<file path="src/hw/rtl/mqttdf_pkg.sv">
// Shared types, codes and topic tables of the MQTT publish deframer.
package mqttdf_pkg;

  // Result kinds
  localparam logic [1:0] KIND_FRAME     = 2'd0;
  localparam logic [1:0] KIND_SUBSCRIBE = 2'd1;
  localparam logic [1:0] KIND_RESET     = 2'd2;
  localparam logic [1:0] KIND_DROP      = 2'd3;

  // Packet type field (high nibble of byte 0)
  localparam logic [3:0] TYPE_CONNACK = 4'h2;
  localparam logic [3:0] TYPE_PUBLISH = 4'h3;

  // Topic positions inside the packet
  localparam logic [8:0] POS_TYPE     = 9'd0;
  localparam logic [8:0] POS_LEN      = 9'd1;
  localparam logic [8:0] POS_XRF_LO   = 9'd4;
  localparam logic [8:0] POS_XRF_HI   = 9'd8;
  localparam logic [8:0] POS_DEV_HI   = 9'd9;
  localparam logic [8:0] POS_DEV_LO   = 9'd10;
  localparam logic [8:0] POS_PKT_LO   = 9'd11;
  localparam logic [8:0] POS_PKT_HI   = 9'd14;
  localparam logic [8:0] POS_RST_HI   = 9'd17;
  localparam logic [8:0] POS_PAYLOAD  = 9'd15;
  localparam logic [8:0] LEN_XRF_MIN  = 9'd15;
  localparam logic [8:0] LEN_RST_MIN  = 9'd18;
  localparam logic [8:0] LEN_HDR      = 9'd14;

  // Output register load selector
  typedef enum logic [2:0] {
    SEL_DROP,
    SEL_SUB,
    SEL_RST,
    SEL_LEN,
    SEL_DEV,
    SEL_MEM
  } sel_e;

  // Controller to datapath
  typedef struct packed {
    logic rx_take;
    logic load_out;
    sel_e out_sel;
    logic ptr_init;
    logic ptr_inc;
    logic rd_en;
  } cmd_t;

  // Datapath to controller
  typedef struct packed {
    logic pkt_end;
    logic out_free;
    logic big;
    logic connack;
    logic publish;
    logic xrf_hit;
    logic frame_bad;
    logic rst_hit;
    logic len_min;
    logic ptr_last;
  } stat_t;

  // "/xrf/"
  function automatic logic [7:0] xrf_char(input logic [2:0] idx);
    logic [7:0] c;
    case (idx)
      3'd0:    c = 8'h2F;
      3'd1:    c = 8'h78;
      3'd2:    c = 8'h72;
      3'd3:    c = 8'h66;
      default: c = 8'h2F;
    endcase
    return c;
  endfunction

  // "/pkt"
  function automatic logic [7:0] pkt_char(input logic [1:0] idx);
    logic [7:0] c;
    case (idx)
      2'd0:    c = 8'h2F;
      2'd1:    c = 8'h70;
      2'd2:    c = 8'h6B;
      default: c = 8'h74;
    endcase
    return c;
  endfunction

  // Broker reset topic, 14 characters
  function automatic logic [7:0] rst_char(input logic [3:0] idx);
    logic [7:0] c;
    case (idx)
      4'd0:    c = 8'h2F;
      4'd1:    c = 8'h6D;
      4'd2:    c = 8'h71;
      4'd3:    c = 8'h74;
      4'd4:    c = 8'h74;
      4'd5:    c = 8'h68;
      4'd6:    c = 8'h75;
      4'd7:    c = 8'h62;
      4'd8:    c = 8'h2F;
      4'd9:    c = 8'h72;
      4'd10:   c = 8'h65;
      4'd11:   c = 8'h73;
      4'd12:   c = 8'h65;
      default: c = 8'h74;
    endcase
    return c;
  endfunction

  // Wrapping hex digit, no validity check
  function automatic logic [7:0] hex_digit(input logic [7:0] c);
    logic [7:0] v;
    if (c >= 8'h30 && c <= 8'h39) begin
      v = c - 8'h30;
    end else begin
      v = c + 8'h0A - 8'h41;
    end
    return v;
  endfunction

endpackage

</file>
<file path="src/hw/rtl/mqttdf_ctrl.sv">
// Sequencing state machine of the MQTT publish deframer.
module mqttdf_ctrl (
  input  logic               clk_i,
  input  logic               rst_ni,
  input  logic               in_valid_i,
  output logic               in_ready_o,
  input  mqttdf_pkg::stat_t  stat_i,
  output mqttdf_pkg::cmd_t   cmd_o
);

  localparam logic [2:0] ST_RECV   = 3'd0;
  localparam logic [2:0] ST_EVAL   = 3'd1;
  localparam logic [2:0] ST_LEN    = 3'd2;
  localparam logic [2:0] ST_DEV    = 3'd3;
  localparam logic [2:0] ST_RDREQ  = 3'd4;
  localparam logic [2:0] ST_RDLOAD = 3'd5;

  logic [2:0] state_q, state_d;

  always_comb begin
    state_d        = state_q;
    cmd_o          = '0;
    cmd_o.out_sel  = mqttdf_pkg::SEL_DROP;
    in_ready_o     = 1'b0;
    unique case (state_q)
      ST_RECV: begin
        in_ready_o    = 1'b1;
        cmd_o.rx_take = in_valid_i;
        if (in_valid_i && stat_i.pkt_end) begin
          state_d = ST_EVAL;
        end
      end
      ST_EVAL: begin
        if (stat_i.big) begin
          cmd_o.out_sel = mqttdf_pkg::SEL_DROP;
          if (stat_i.out_free) begin
            cmd_o.load_out = 1'b1;
            state_d        = ST_RECV;
          end
        end else if (stat_i.connack) begin
          cmd_o.out_sel = mqttdf_pkg::SEL_SUB;
          if (stat_i.out_free) begin
            cmd_o.load_out = 1'b1;
            state_d        = ST_RECV;
          end
        end else if (!stat_i.publish) begin
          state_d = ST_RECV;
        end else if (stat_i.xrf_hit) begin
          if (stat_i.frame_bad) begin
            cmd_o.out_sel = mqttdf_pkg::SEL_DROP;
            if (stat_i.out_free) begin
              cmd_o.load_out = 1'b1;
              state_d        = ST_RECV;
            end
          end else begin
            cmd_o.ptr_init = 1'b1;
            state_d        = ST_LEN;
          end
        end else if (stat_i.rst_hit) begin
          cmd_o.out_sel = mqttdf_pkg::SEL_RST;
          if (stat_i.out_free) begin
            cmd_o.load_out = 1'b1;
            state_d        = ST_RECV;
          end
        end else begin
          state_d = ST_RECV;
        end
      end
      ST_LEN: begin
        cmd_o.out_sel = mqttdf_pkg::SEL_LEN;
        if (stat_i.out_free) begin
          cmd_o.load_out = 1'b1;
          state_d        = ST_DEV;
        end
      end
      ST_DEV: begin
        cmd_o.out_sel = mqttdf_pkg::SEL_DEV;
        if (stat_i.out_free) begin
          cmd_o.load_out = 1'b1;
          state_d        = stat_i.len_min ? ST_RECV : ST_RDREQ;
        end
      end
      ST_RDREQ: begin
        cmd_o.rd_en = 1'b1;
        state_d     = ST_RDLOAD;
      end
      ST_RDLOAD: begin
        cmd_o.out_sel = mqttdf_pkg::SEL_MEM;
        if (stat_i.out_free) begin
          cmd_o.load_out = 1'b1;
          cmd_o.ptr_inc  = 1'b1;
          state_d        = stat_i.ptr_last ? ST_RECV : ST_RDREQ;
        end
      end
      default: begin
        state_d = ST_RECV;
      end
    endcase
  end

  always_ff @(posedge clk_i or negedge rst_ni) begin
    if (!rst_ni) begin
      state_q <= ST_RECV;
    end else begin
      state_q <= state_d;
    end
  end

endmodule

</file>
<file path="src/hw/rtl/mqttdf_dp.sv">
// Datapath of the MQTT publish deframer: byte store, header flags, output register.
module mqttdf_dp #(
  parameter int PACKET_DEPTH = 128,
  parameter int FRAME_MAX    = 64
) (
  input  logic              clk_i,
  input  logic              rst_ni,
  input  logic [7:0]        rx_byte_i,
  input  mqttdf_pkg::cmd_t  cmd_i,
  output mqttdf_pkg::stat_t stat_o,
  input  logic              out_ready_i,
  output logic              out_valid_o,
  output logic [1:0]        result_kind_o,
  output logic [7:0]        frame_byte_o,
  output logic              frame_last_o
);

  localparam int         AW        = $clog2(PACKET_DEPTH);
  localparam logic [9:0] DEPTH_LIM = 10'(PACKET_DEPTH);
  localparam logic [9:0] FRAME_LIM = 10'(FRAME_MAX + 13);

  logic [7:0] mem [PACKET_DEPTH];

  logic [8:0] cnt_q, cnt_d;
  logic [7:0] len_q;
  logic [3:0] type_q;
  logic [7:0] hi_q, lo_q;
  logic       xrf_miss_q, rst_miss_q;
  logic [8:0] ptr_q;
  logic [7:0] rd_data_q;

  logic       out_valid_q;
  logic [1:0] kind_q;
  logic [7:0] byte_q;
  logic       last_q;

  logic [8:0] cnt_nx, plen, plen_now, pos_m4, pos_m11;
  logic       in_xrf, in_pkt, in_rst;
  logic [7:0] dev_hi, dev_lo, dev_byte;

  assign cnt_nx   = cnt_q + 9'd1;
  assign plen     = {1'b0, len_q} + 9'd2;
  assign plen_now = (cnt_q == mqttdf_pkg::POS_LEN) ? ({1'b0, rx_byte_i} + 9'd2) : plen;
  assign pos_m4   = cnt_q - mqttdf_pkg::POS_XRF_LO;
  assign pos_m11  = cnt_q - mqttdf_pkg::POS_PKT_LO;
  assign in_xrf   = cnt_q >= mqttdf_pkg::POS_XRF_LO && cnt_q <= mqttdf_pkg::POS_XRF_HI;
  assign in_pkt   = cnt_q >= mqttdf_pkg::POS_PKT_LO && cnt_q <= mqttdf_pkg::POS_PKT_HI;
  assign in_rst   = cnt_q >= mqttdf_pkg::POS_XRF_LO && cnt_q <= mqttdf_pkg::POS_RST_HI;

  assign dev_hi   = mqttdf_pkg::hex_digit(hi_q);
  assign dev_lo   = mqttdf_pkg::hex_digit(lo_q);
  assign dev_byte = {dev_hi[3:0], 4'h0} | dev_lo;

  always_comb begin
    stat_o           = '0;
    stat_o.pkt_end   = cnt_nx >= 9'd2 && cnt_nx >= plen_now;
    stat_o.out_free  = !out_valid_q || out_ready_i;
    stat_o.big       = {1'b0, plen} > DEPTH_LIM;
    stat_o.connack   = type_q == mqttdf_pkg::TYPE_CONNACK;
    stat_o.publish   = type_q == mqttdf_pkg::TYPE_PUBLISH;
    stat_o.xrf_hit   = !xrf_miss_q && plen >= mqttdf_pkg::LEN_XRF_MIN;
    stat_o.frame_bad = {1'b0, plen} > FRAME_LIM;
    stat_o.rst_hit   = !rst_miss_q && plen >= mqttdf_pkg::LEN_RST_MIN;
    stat_o.len_min   = plen == mqttdf_pkg::LEN_XRF_MIN;
    stat_o.ptr_last  = (ptr_q + 9'd1) == plen;
  end

  assign cnt_d = stat_o.pkt_end ? 9'd0 : cnt_nx;

  // Byte count and header capture; topic compare runs as bytes arrive
  always_ff @(posedge clk_i or negedge rst_ni) begin
    if (!rst_ni) begin
      cnt_q <= '0;
    end else if (cmd_i.rx_take) begin
      cnt_q <= cnt_d;
    end
  end

  always_ff @(posedge clk_i) begin
    if (cmd_i.rx_take) begin
      if (cnt_q == mqttdf_pkg::POS_TYPE) begin
        type_q     <= rx_byte_i[7:4];
        xrf_miss_q <= 1'b0;
        rst_miss_q <= 1'b0;
      end
      if (cnt_q == mqttdf_pkg::POS_LEN) begin
        len_q <= rx_byte_i;
      end
      if (cnt_q == mqttdf_pkg::POS_DEV_HI) begin
        hi_q <= rx_byte_i;
      end
      if (cnt_q == mqttdf_pkg::POS_DEV_LO) begin
        lo_q <= rx_byte_i;
      end
      if ((in_xrf && rx_byte_i != mqttdf_pkg::xrf_char(pos_m4[2:0])) ||
          (in_pkt && rx_byte_i != mqttdf_pkg::pkt_char(pos_m11[1:0]))) begin
        xrf_miss_q <= 1'b1;
      end
      if (in_rst && rx_byte_i != mqttdf_pkg::rst_char(pos_m4[3:0])) begin
        rst_miss_q <= 1'b1;
      end
    end
    if (cmd_i.ptr_init) begin
      ptr_q <= mqttdf_pkg::POS_PAYLOAD;
    end else if (cmd_i.ptr_inc) begin
      ptr_q <= ptr_q + 9'd1;
    end
  end

  // Byte store
  always_ff @(posedge clk_i) begin
    if (cmd_i.rx_take && {1'b0, cnt_q} < DEPTH_LIM) begin
      mem[cnt_q[AW-1:0]] <= rx_byte_i;
    end
    if (cmd_i.rd_en) begin
      rd_data_q <= mem[ptr_q[AW-1:0]];
    end
  end

  // Output register
  always_ff @(posedge clk_i or negedge rst_ni) begin
    if (!rst_ni) begin
      out_valid_q <= 1'b0;
    end else if (cmd_i.load_out) begin
      out_valid_q <= 1'b1;
    end else if (out_ready_i) begin
      out_valid_q <= 1'b0;
    end
  end

  always_ff @(posedge clk_i) begin
    if (cmd_i.load_out) begin
      case (cmd_i.out_sel)
        mqttdf_pkg::SEL_SUB: begin
          kind_q <= mqttdf_pkg::KIND_SUBSCRIBE;
          byte_q <= 8'h00;
          last_q <= 1'b1;
        end
        mqttdf_pkg::SEL_RST: begin
          kind_q <= mqttdf_pkg::KIND_RESET;
          byte_q <= 8'h00;
          last_q <= 1'b1;
        end
        mqttdf_pkg::SEL_LEN: begin
          kind_q <= mqttdf_pkg::KIND_FRAME;
          byte_q <= 8'(plen - mqttdf_pkg::LEN_HDR);
          last_q <= 1'b0;
        end
        mqttdf_pkg::SEL_DEV: begin
          kind_q <= mqttdf_pkg::KIND_FRAME;
          byte_q <= dev_byte;
          last_q <= stat_o.len_min;
        end
        mqttdf_pkg::SEL_MEM: begin
          kind_q <= mqttdf_pkg::KIND_FRAME;
          byte_q <= rd_data_q;
          last_q <= stat_o.ptr_last;
        end
        default: begin
          kind_q <= mqttdf_pkg::KIND_DROP;
          byte_q <= 8'h00;
          last_q <= 1'b1;
        end
      endcase
    end
  end

  assign out_valid_o   = out_valid_q;
  assign result_kind_o = kind_q;
  assign frame_byte_o  = byte_q;
  assign frame_last_o  = last_q;

endmodule

</file>
<file path="src/hw/rtl/mqtt_publish_to_radio_deframer.sv">
// Top level of the MQTT receive deframer that feeds the radio transmitter.
//
//  channel | direction | handshake              | payload
//  --------+-----------+------------------------+-----------------------------------------
//  in      | sink      | in_valid_i / in_ready_o | rx_byte_i
//  out     | source    | out_valid_o/out_ready_i | result_kind_o, frame_byte_o, frame_last_o
//
// Receive takes one byte per cycle while in_ready_o is high; the packet store
// write port sets that. After the last byte of a packet, a decision state loads
// a single result or none; a frame goes on with its length and device beats,
// then a store read and a load into the output register for each payload
// byte; out_ready_i low stretches each load.
// A new packet's bytes are taken while the packet's final beat still waits.
// Reset clears the byte count, the output valid and the controller state only; the store needs no
// clearing pass, since every entry read was written earlier in the packet.
module mqtt_publish_to_radio_deframer #(
  parameter int PACKET_DEPTH = 128,
  parameter int FRAME_MAX    = 64
) (
  input  logic       clk_i,
  input  logic       rst_ni,
  input  logic       in_valid_i,
  output logic       in_ready_o,
  input  logic [7:0] rx_byte_i,
  output logic       out_valid_o,
  input  logic       out_ready_i,
  output logic [1:0] result_kind_o,
  output logic [7:0] frame_byte_o,
  output logic       frame_last_o
);

  mqttdf_pkg::cmd_t  cmd;
  mqttdf_pkg::stat_t stat;

  // Controller: receive, decide at packet end, sequence the frame beats
  mqttdf_ctrl u_ctrl (
    .clk_i      (clk_i),
    .rst_ni     (rst_ni),
    .in_valid_i (in_valid_i),
    .in_ready_o (in_ready_o),
    .stat_i     (stat),
    .cmd_o      (cmd)
  );

  // Datapath: store, on-the-fly topic match, device id, output register
  mqttdf_dp #(
    .PACKET_DEPTH (PACKET_DEPTH),
    .FRAME_MAX    (FRAME_MAX)
  ) u_dp (
    .clk_i         (clk_i),
    .rst_ni        (rst_ni),
    .rx_byte_i     (rx_byte_i),
    .cmd_i         (cmd),
    .stat_o        (stat),
    .out_ready_i   (out_ready_i),
    .out_valid_o   (out_valid_o),
    .result_kind_o (result_kind_o),
    .frame_byte_o  (frame_byte_o),
    .frame_last_o  (frame_last_o)
  );

`ifndef ASSERT_OFF
  // A pending beat is never overwritten
  a_load_free: assert property (@(posedge clk_i) disable iff (!rst_ni)
    cmd.load_out |-> stat.out_free)
    else $error("output register loaded while a beat is pending");

  // No result is produced while bytes are being received
  a_recv_quiet: assert property (@(posedge clk_i) disable iff (!rst_ni)
    in_ready_o |-> !cmd.load_out && !cmd.rd_en)
    else $error("result sequencing during receive");

  // Non-frame results are single, closing beats with a zero byte
  a_ctrl_beat: assert property (@(posedge clk_i) disable iff (!rst_ni)
    out_valid_o && result_kind_o != mqttdf_pkg::KIND_FRAME
      |-> frame_byte_o == 8'h00 && frame_last_o)
    else $error("malformed control result");
`endif

endmodule
</file>
<file path="config.mk">
export PLATFORM = sky130hd
export DESIGN_NAME = mqtt_publish_to_radio_deframer
export DESIGN_NICKNAME = d
export VERILOG_FILES = /design/src/hw/rtl/mqttdf_pkg.sv /design/src/hw/rtl/mqttdf_ctrl.sv /design/src/hw/rtl/mqttdf_dp.sv /design/src/hw/rtl/mqtt_publish_to_radio_deframer.sv
export SDC_FILE = /design/constraint.sdc
export NUM_CORES = 1
export LEC_CHECK = 0
export BUFFER_PORTS_ARGS = -buffer_cell sky130_fd_sc_hd__clkbuf_2
export CAP_MARGIN = 20
export CELL_PAD_IN_SITES_DETAIL_PLACEMENT = 1
export CELL_PAD_IN_SITES_GLOBAL_PLACEMENT = 1
export CORE_MARGIN = 4
export CORE_UTILIZATION = 52
export CTS_CLUSTER_DIAMETER = 60
export DETAILED_ROUTE_END_ITERATION = 10
export PLACE_DENSITY_LB_ADDON = 0.1
export SLEW_MARGIN = 20
export SYNTH_ARGS = -nofsm -noshare
export SYNTH_HDL_FRONTEND = slang
export SYNTH_SLANG_ARGS = --single-unit
</file>
<file path="constraint.sdc">
create_clock -name clk_i -period 4.6 [get_ports clk_i]
set_clock_uncertainty 0.1 [all_clocks]
set_input_delay 0.92 -clock clk_i [delete_from_list [all_inputs] [get_ports clk_i]]
set_output_delay 0.92 -clock clk_i [all_outputs]
set_load 0.005 [all_outputs]
</file>
# == After elaboration in Yosys (flattened, before gate mapping) ==
# Memory sizes are Yosys's and may differ from the RTL's. A register that Yosys moved wholly into a read port is not among the register bits.
# Index checks and enable logic that the tools add are counted.
# classes
mux,48
magnitude_cmp,16
shift,0
addsub,13
div_mod_pow,0
n_eq_ne,29
reduce_logical,32
n_mul,0
bitwise,1
# ops
op,n
one-hot mux 7 bit (3 select lines),2
two-way mux 3 bit,13
two-way mux 8 bit,4
"== test 9 x 4 -> 1 bit, second input constant",3
two-way mux 4 bit,6
!= test 8 bit,3
one-hot mux 8 bit (3 select lines),1
"adder 8 x 2 -> 9 bit, second input constant",2
"adder 9 x 1 -> 9 bit, second input constant",2
"== test 3 x 2 -> 1 bit, second input constant",6
"greater-or-equal comparator 9 x 4 -> 1 bit, second input constant",2
"<= comparator 9 x 4 -> 1 bit, second input constant",2
two-way mux 9 bit,2
one-hot mux 3 bit (6 select lines),1
"greater-or-equal comparator 8 x 6 -> 1 bit, second input constant",2
"<= comparator 8 x 6 -> 1 bit, second input constant",2
one-hot mux 4 bit (4 select lines),1
two-way mux 1 bit,15
logical AND 1 bit,13
"== test 3 bit, second input constant",4
AND reduction 2 bit,6
"== test 3 x 1 -> 1 bit, second input constant",3
"== test 9 x 1 -> 1 bit, second input constant",1
== test 9 bit,1
other kinds (33),42
# totals
latch_bits,0
romBits,96
ram_bits,1024
mem_count,2
register_bits,63
word_cells,154
# mem_list
memory,words,width,rd,rd_clocked_by_memory_dff,wr,line,text
u_dp.mem,128,8,1,1,1,mqttdf_dp.sv:22,logic [7:0] mem [PACKET_DEPTH];
(name not given),16,6,1,0,0,mqttdf_pkg.sv:91,case (idx)

# == Longest topological paths before layout ==
# depth
ltp_word,12
depth_mapped,15

# == By module ==
# A second synthesis with hierarchy kept.
# unflattened
hier_cells,2627
hier_area_um2,45110.8
# by_module_without_submodules
module,n_inst,area_each_um2,cells_each
mqttdf_dp,1,44808.0,2591
mqttdf_ctrl,1,302.8,36

# == Least setup slack after synthesis ==
# No wires, ideal clock.
# synth_path
path_kind,flip-flop to flip-flop
from,reg u_dp.cnt_q[7]
to,reg u_ctrl.state_q[0]
slack_ps,1059
path_stages_with_launch,14
synth_period_minus_slack_ps,3541
setup_ps,132
n_path_buf,2
t_required_ps,4368
t_arrival_ps,3309
cell_sequence,dfrtp_1 -> clkbuf_1 -> or4_1 -> nor2_1 -> and3_1 -> buf_2 -> mux2_2 -> ha_1 -> a2111oi_0 -> o21ai_0 -> o22a_1 -> o41a_1 -> o41ai_1 -> nand3_1
# synth_between
elab_chain_cells,7
elab_cells_between_ends,9
# synth_lines
element,line,text
"start, declared",mqttdf_dp.sv:24,"logic [8:0] cnt_q, cnt_d;"
"start signal, assigned",mqttdf_dp.sv:75,cnt_q <= cnt_d;
"parallel branches: the longest is 3 deep, another holds adder 9 x 1 -> 9 bit",n/a,
logical AND 1 bit *,mqttdf_dp.sv:56,stat_o.pkt_end = cnt_nx >= 9'd2 && cnt_nx >= plen_now;
logical AND 1 bit *,mqttdf_ctrl.sv:29,if (in_valid_i && stat_i.pkt_end) begin
!= test 2 x 1 -> 1 bit (no line) *,n/a,
AND reduction 4 bit (no line) *,n/a,
"end signal, assigned",mqttdf_ctrl.sv:105,state_q <= state_d;
"end, declared",mqttdf_ctrl.sv:18,"logic [2:0] state_q, state_d;"
# Every way passes the cells marked *.
# A chain may end at the register's enable or synchronous reset.

# == Final worst setup path ==
# Ends and elaborated chain as after synthesis.

==> results_dict.tcl <==
set metrics [dict create \
    hold_viol 0 \
    routabilityCongestion 0.8442 \
    relSlewSlack 0.1940 \
    max_stage_delay_ns 0.54 \
    synth_area_leader_cell "edfxtp_1" \
    drc 0 \
    post_cts_buffers 0 \
    cellLeakagePower_nw 15.95 \
    met3_usage 0.04557 \
    use_met2 0.4154 \
    clk-insertion-delay-late_ns 0.69 \
    num_vias 22710 \
    grt_pass1_wl_mm 166.4 \
    die_area_mm2 0.09091 \
    dp_hpwl_mm 70.56 \
    syn_avg_cell_area_um2 18.71 \
    grt_max_degree 139 \
    critPathBufInv 0 \
    synthFlopType "edfxtp_1" \
    grt_busiest_layer "met2" \
    endpoint_kind "flip-flop" \
    tightest_slew_ns 1.206 \
    setup_slack_ns 0.6020 \
    synth_edf_count 1073 \
    seq_area_frac_synth 0.7305 \
    nets 2523 \
    rr_startpoint "u_dp.cnt_q[7]" \
    start_util 0.5253 \
    finalPower_mw 28.14 \
    wl_per_cell_um 30.40 \
    synth_top_area_share 0.7192 \
    cts_hold_buf 0 \
    period_minus_slack_ns 3.998 \
    clockBufferDepth 3 \
    r2r-end "u_ctrl.state_q[0]" \
    cts_buffers 112 \
    syn_to_final_growth_pct 11.60 \
    met1_usage 0.3501 \
    io_pins 25 \
    drive_above_1_share 0.2030 \
    cp-start-kind "flip-flop" \
    ant_nets 0 \
    synth.top_cells.by_count "edfxtp_1 (1073), mux4_2 (240), nor2_1 (175)" \
    arrival_ns 4.42 \
    max_cap_violations 0 \
    n_antenna_cell 0 \
    cts_resized 0 \
    gr-total-overflow 0 \
    detail_route.wirelength_mm 112.6 \
    grt_pass1_vias 24280 \
    synth_area_leaders "edfxtp_1 (72%), mux4_2 (12%), mux2i_1 (3.1%)" \
    finalCritPeriodShare 0.8691 \
    synth_fp_nets 2441 \
    async_flop_share 0.01187 \
    worstHoldPathType "in2async" \
    numPortBuffers 24 \
    viasPerCell 6.128 \
    setup_viol 0 \
    cts_sinks 1095 \
    netlist_instances 2394 \
    grt_usage 0.2534 \
    regArea_mm2 0.03274 \
    coreArea_mm2 0.08528 \
    dr.pass1.iters 5 \
    reg2reg_depth 11 \
    hold_slack_ns 0.07615 \
    drv_slew 0 \
    rows 107 \
    multi_input_area_mm2 0.01132 \
    required_ns 5.02 \
    fin_tns_setup_ns 0 \
    worstSetupPathDepth 11 \
    cp-startpoint "u_dp.cnt_q[7]" \
    nFillCells 7389 \
    crit_path_max_fanout 11 \
    slowest_stage "or4_1" \
    critical_path.cell_chain "or4_1 > nor2_1 > and3_1 > mux2_2 > ha_1 > a2111oi_0 > o21ai_0 > o22a_1 > o41a_1 > o41ai_1 > nand3_1" \
    die_h_um 301.5 \
    ys_ff_latch 1095 \
    place_ws_ns 0.3981 \
    critPathTopFamily "simple AND/OR/NAND/NOR gates" \
    clkTransAtPathRegs_ns 0.06 \
    cts_tree "done" \
    root_buffer "clkbuf_16" \
    critPathKind "reg2reg" \
    first_iter_violations 1956 \
    h-tree-depth 3 \
    post-route-util 0.5863 \
    vdd_ir_drop_max_v 0.0003593 \
    synth_area_mm2 0.04480 \
    rsz0062_at_grt "no" \
    clock.fmax_mhz 250.1 \
    p_per_area_mw_per_mm2 562.8 \
    status "finished clean" \
    yosysWarnings 0 \
    synth_cell_types 71 \
    synth.most_common_cell "edfxtp_1" \
    cp-endpoint "u_ctrl.state_q[0]" \
    die_x_um 301.5 \
    reg2reg_slack_ns 0.60 \
    antenna_found_initial 1 \
]
==> metrics by stage <==
stage	area [um2]	cells
floorplan	44800	2394
global placement	46490	3506
detailed placement	46490	3506
CTS	50000	3705
global route	50000	3705
finish	50000	3705
==> worst reg2reg max path, delay by kind of cell (launching register included) <==
kind                       cells  cell delay (ns)
and+or+nand+nor                4             1.35
AOI/OAI and AO/OA              5             1.35
muxes                          1             0.39
DFF                            1             0.47
adders and majority gates      1             0.19
==> layout by cell type (no fill, tap or decap), types with 9 or more instances in the layout <==
cell       Yosys  layout
a21oi_1       43      43
a22o_1        19      19
a22oi_1       24      24
a31oi_1       15      15
and3_1        12      12
buf_12         2      15
buf_4         14      75
clkbuf_1      59      22
clkbuf_16      0     114
clkbuf_2       1      16
clkinv_1       1      21
clkinv_2       0      23
dfrtp_1       13      13
edfxtp_1    1073    1073
ha_1          35      35
inv_1         13      13
mux2i_1      140     140
mux4_2       240     240
nand2_1      110     110
nand2b_1      11      11
nand3_1       47      47
nand4_1       12      12
nor2_1       175     175
nor2b_1       16      16
nor3_1        11      10
o21ai_0       52      52
o21ai_1       18      18
o22a_1         9       9
o22ai_1       12      12
xnor2_1       41      41
xor2_1        27      27
==> layout make-up <==
type	instances	share of cell area
sequential	1095	0.6548
multi-input combinational	1147	0.2265
clock buffer	136	0.05871
tap	1144	0.02863
timing repair buffer	106	0.01887
clock inverter	63	0.01139
inverter	14	0.001051
==> registers in the layout, indices dropped and copies added, names as in the netlist <==
signal and count:
u_ctrl.state_q 3, u_dp.cnt_q 9, u_dp.frame_byte_o 8, u_dp.frame_last_o 1, u_dp.hi_q 8, u_dp.len_q 8, u_dp.lo_q 8, u_dp.mem 1024
u_dp.out_valid_o 1, u_dp.ptr_q 9, u_dp.rd_data_q 8, u_dp.result_kind_o 2, u_dp.rst_miss_q 1, u_dp.type_q 4, u_dp.xrf_miss_q 1
==> where the power goes <==
group	leakage (nW)	switching [mW]	internal, mW
clock network	1.72	3.75	4.98
logic	4.33	4.42	3.50
registers	9.89	0.322	11.2
==> per-layer routing <==
metal  up-vias  share of wire
met5         -              0
met4         0          0.032
met3       174          0.054
met2       643           0.50
met1     12080           0.42
li1       9806              -
==> worst min path at each step <==
| stage | start | end | slack (ns) | cells after the start |
|---|---|---|---|---|
| 2_1_floorplan | u_dp.rd_data_q[0] | u_dp.frame_byte_o[0] | 0.40 | 2 |
| 3_3_place_gp | u_dp.ptr_q[8] | u_dp.ptr_q[8] | 0.42 | 2 |
| 3_5_place_dp | u_dp.ptr_q[8] | u_dp.ptr_q[8] | 0.43 | 2 |
| 4_1_cts | rst_ni | u_ctrl.state_q[2] | 0.04 | 1 |
| 5_1_grt | rst_ni | u_dp.out_valid_o | 0.07 | 1 |
| 6_report | rst_ni | u_ctrl.state_q[2] | 0.08 | 1 |
==> cells by family after synthesis <==
kind of cell,Yosys count,share of synthesized area
DFF,1095,0.7305
and+or+nand+nor,425,0.04245
muxes,384,0.1529
AOI/OAI and AO/OA,234,0.03385
buffers and inverters,152,0.01681
xor gates and xnor gates,69,0.01366
adders and majority gates,35,0.009775
Power figures use the tool's default switching activity.
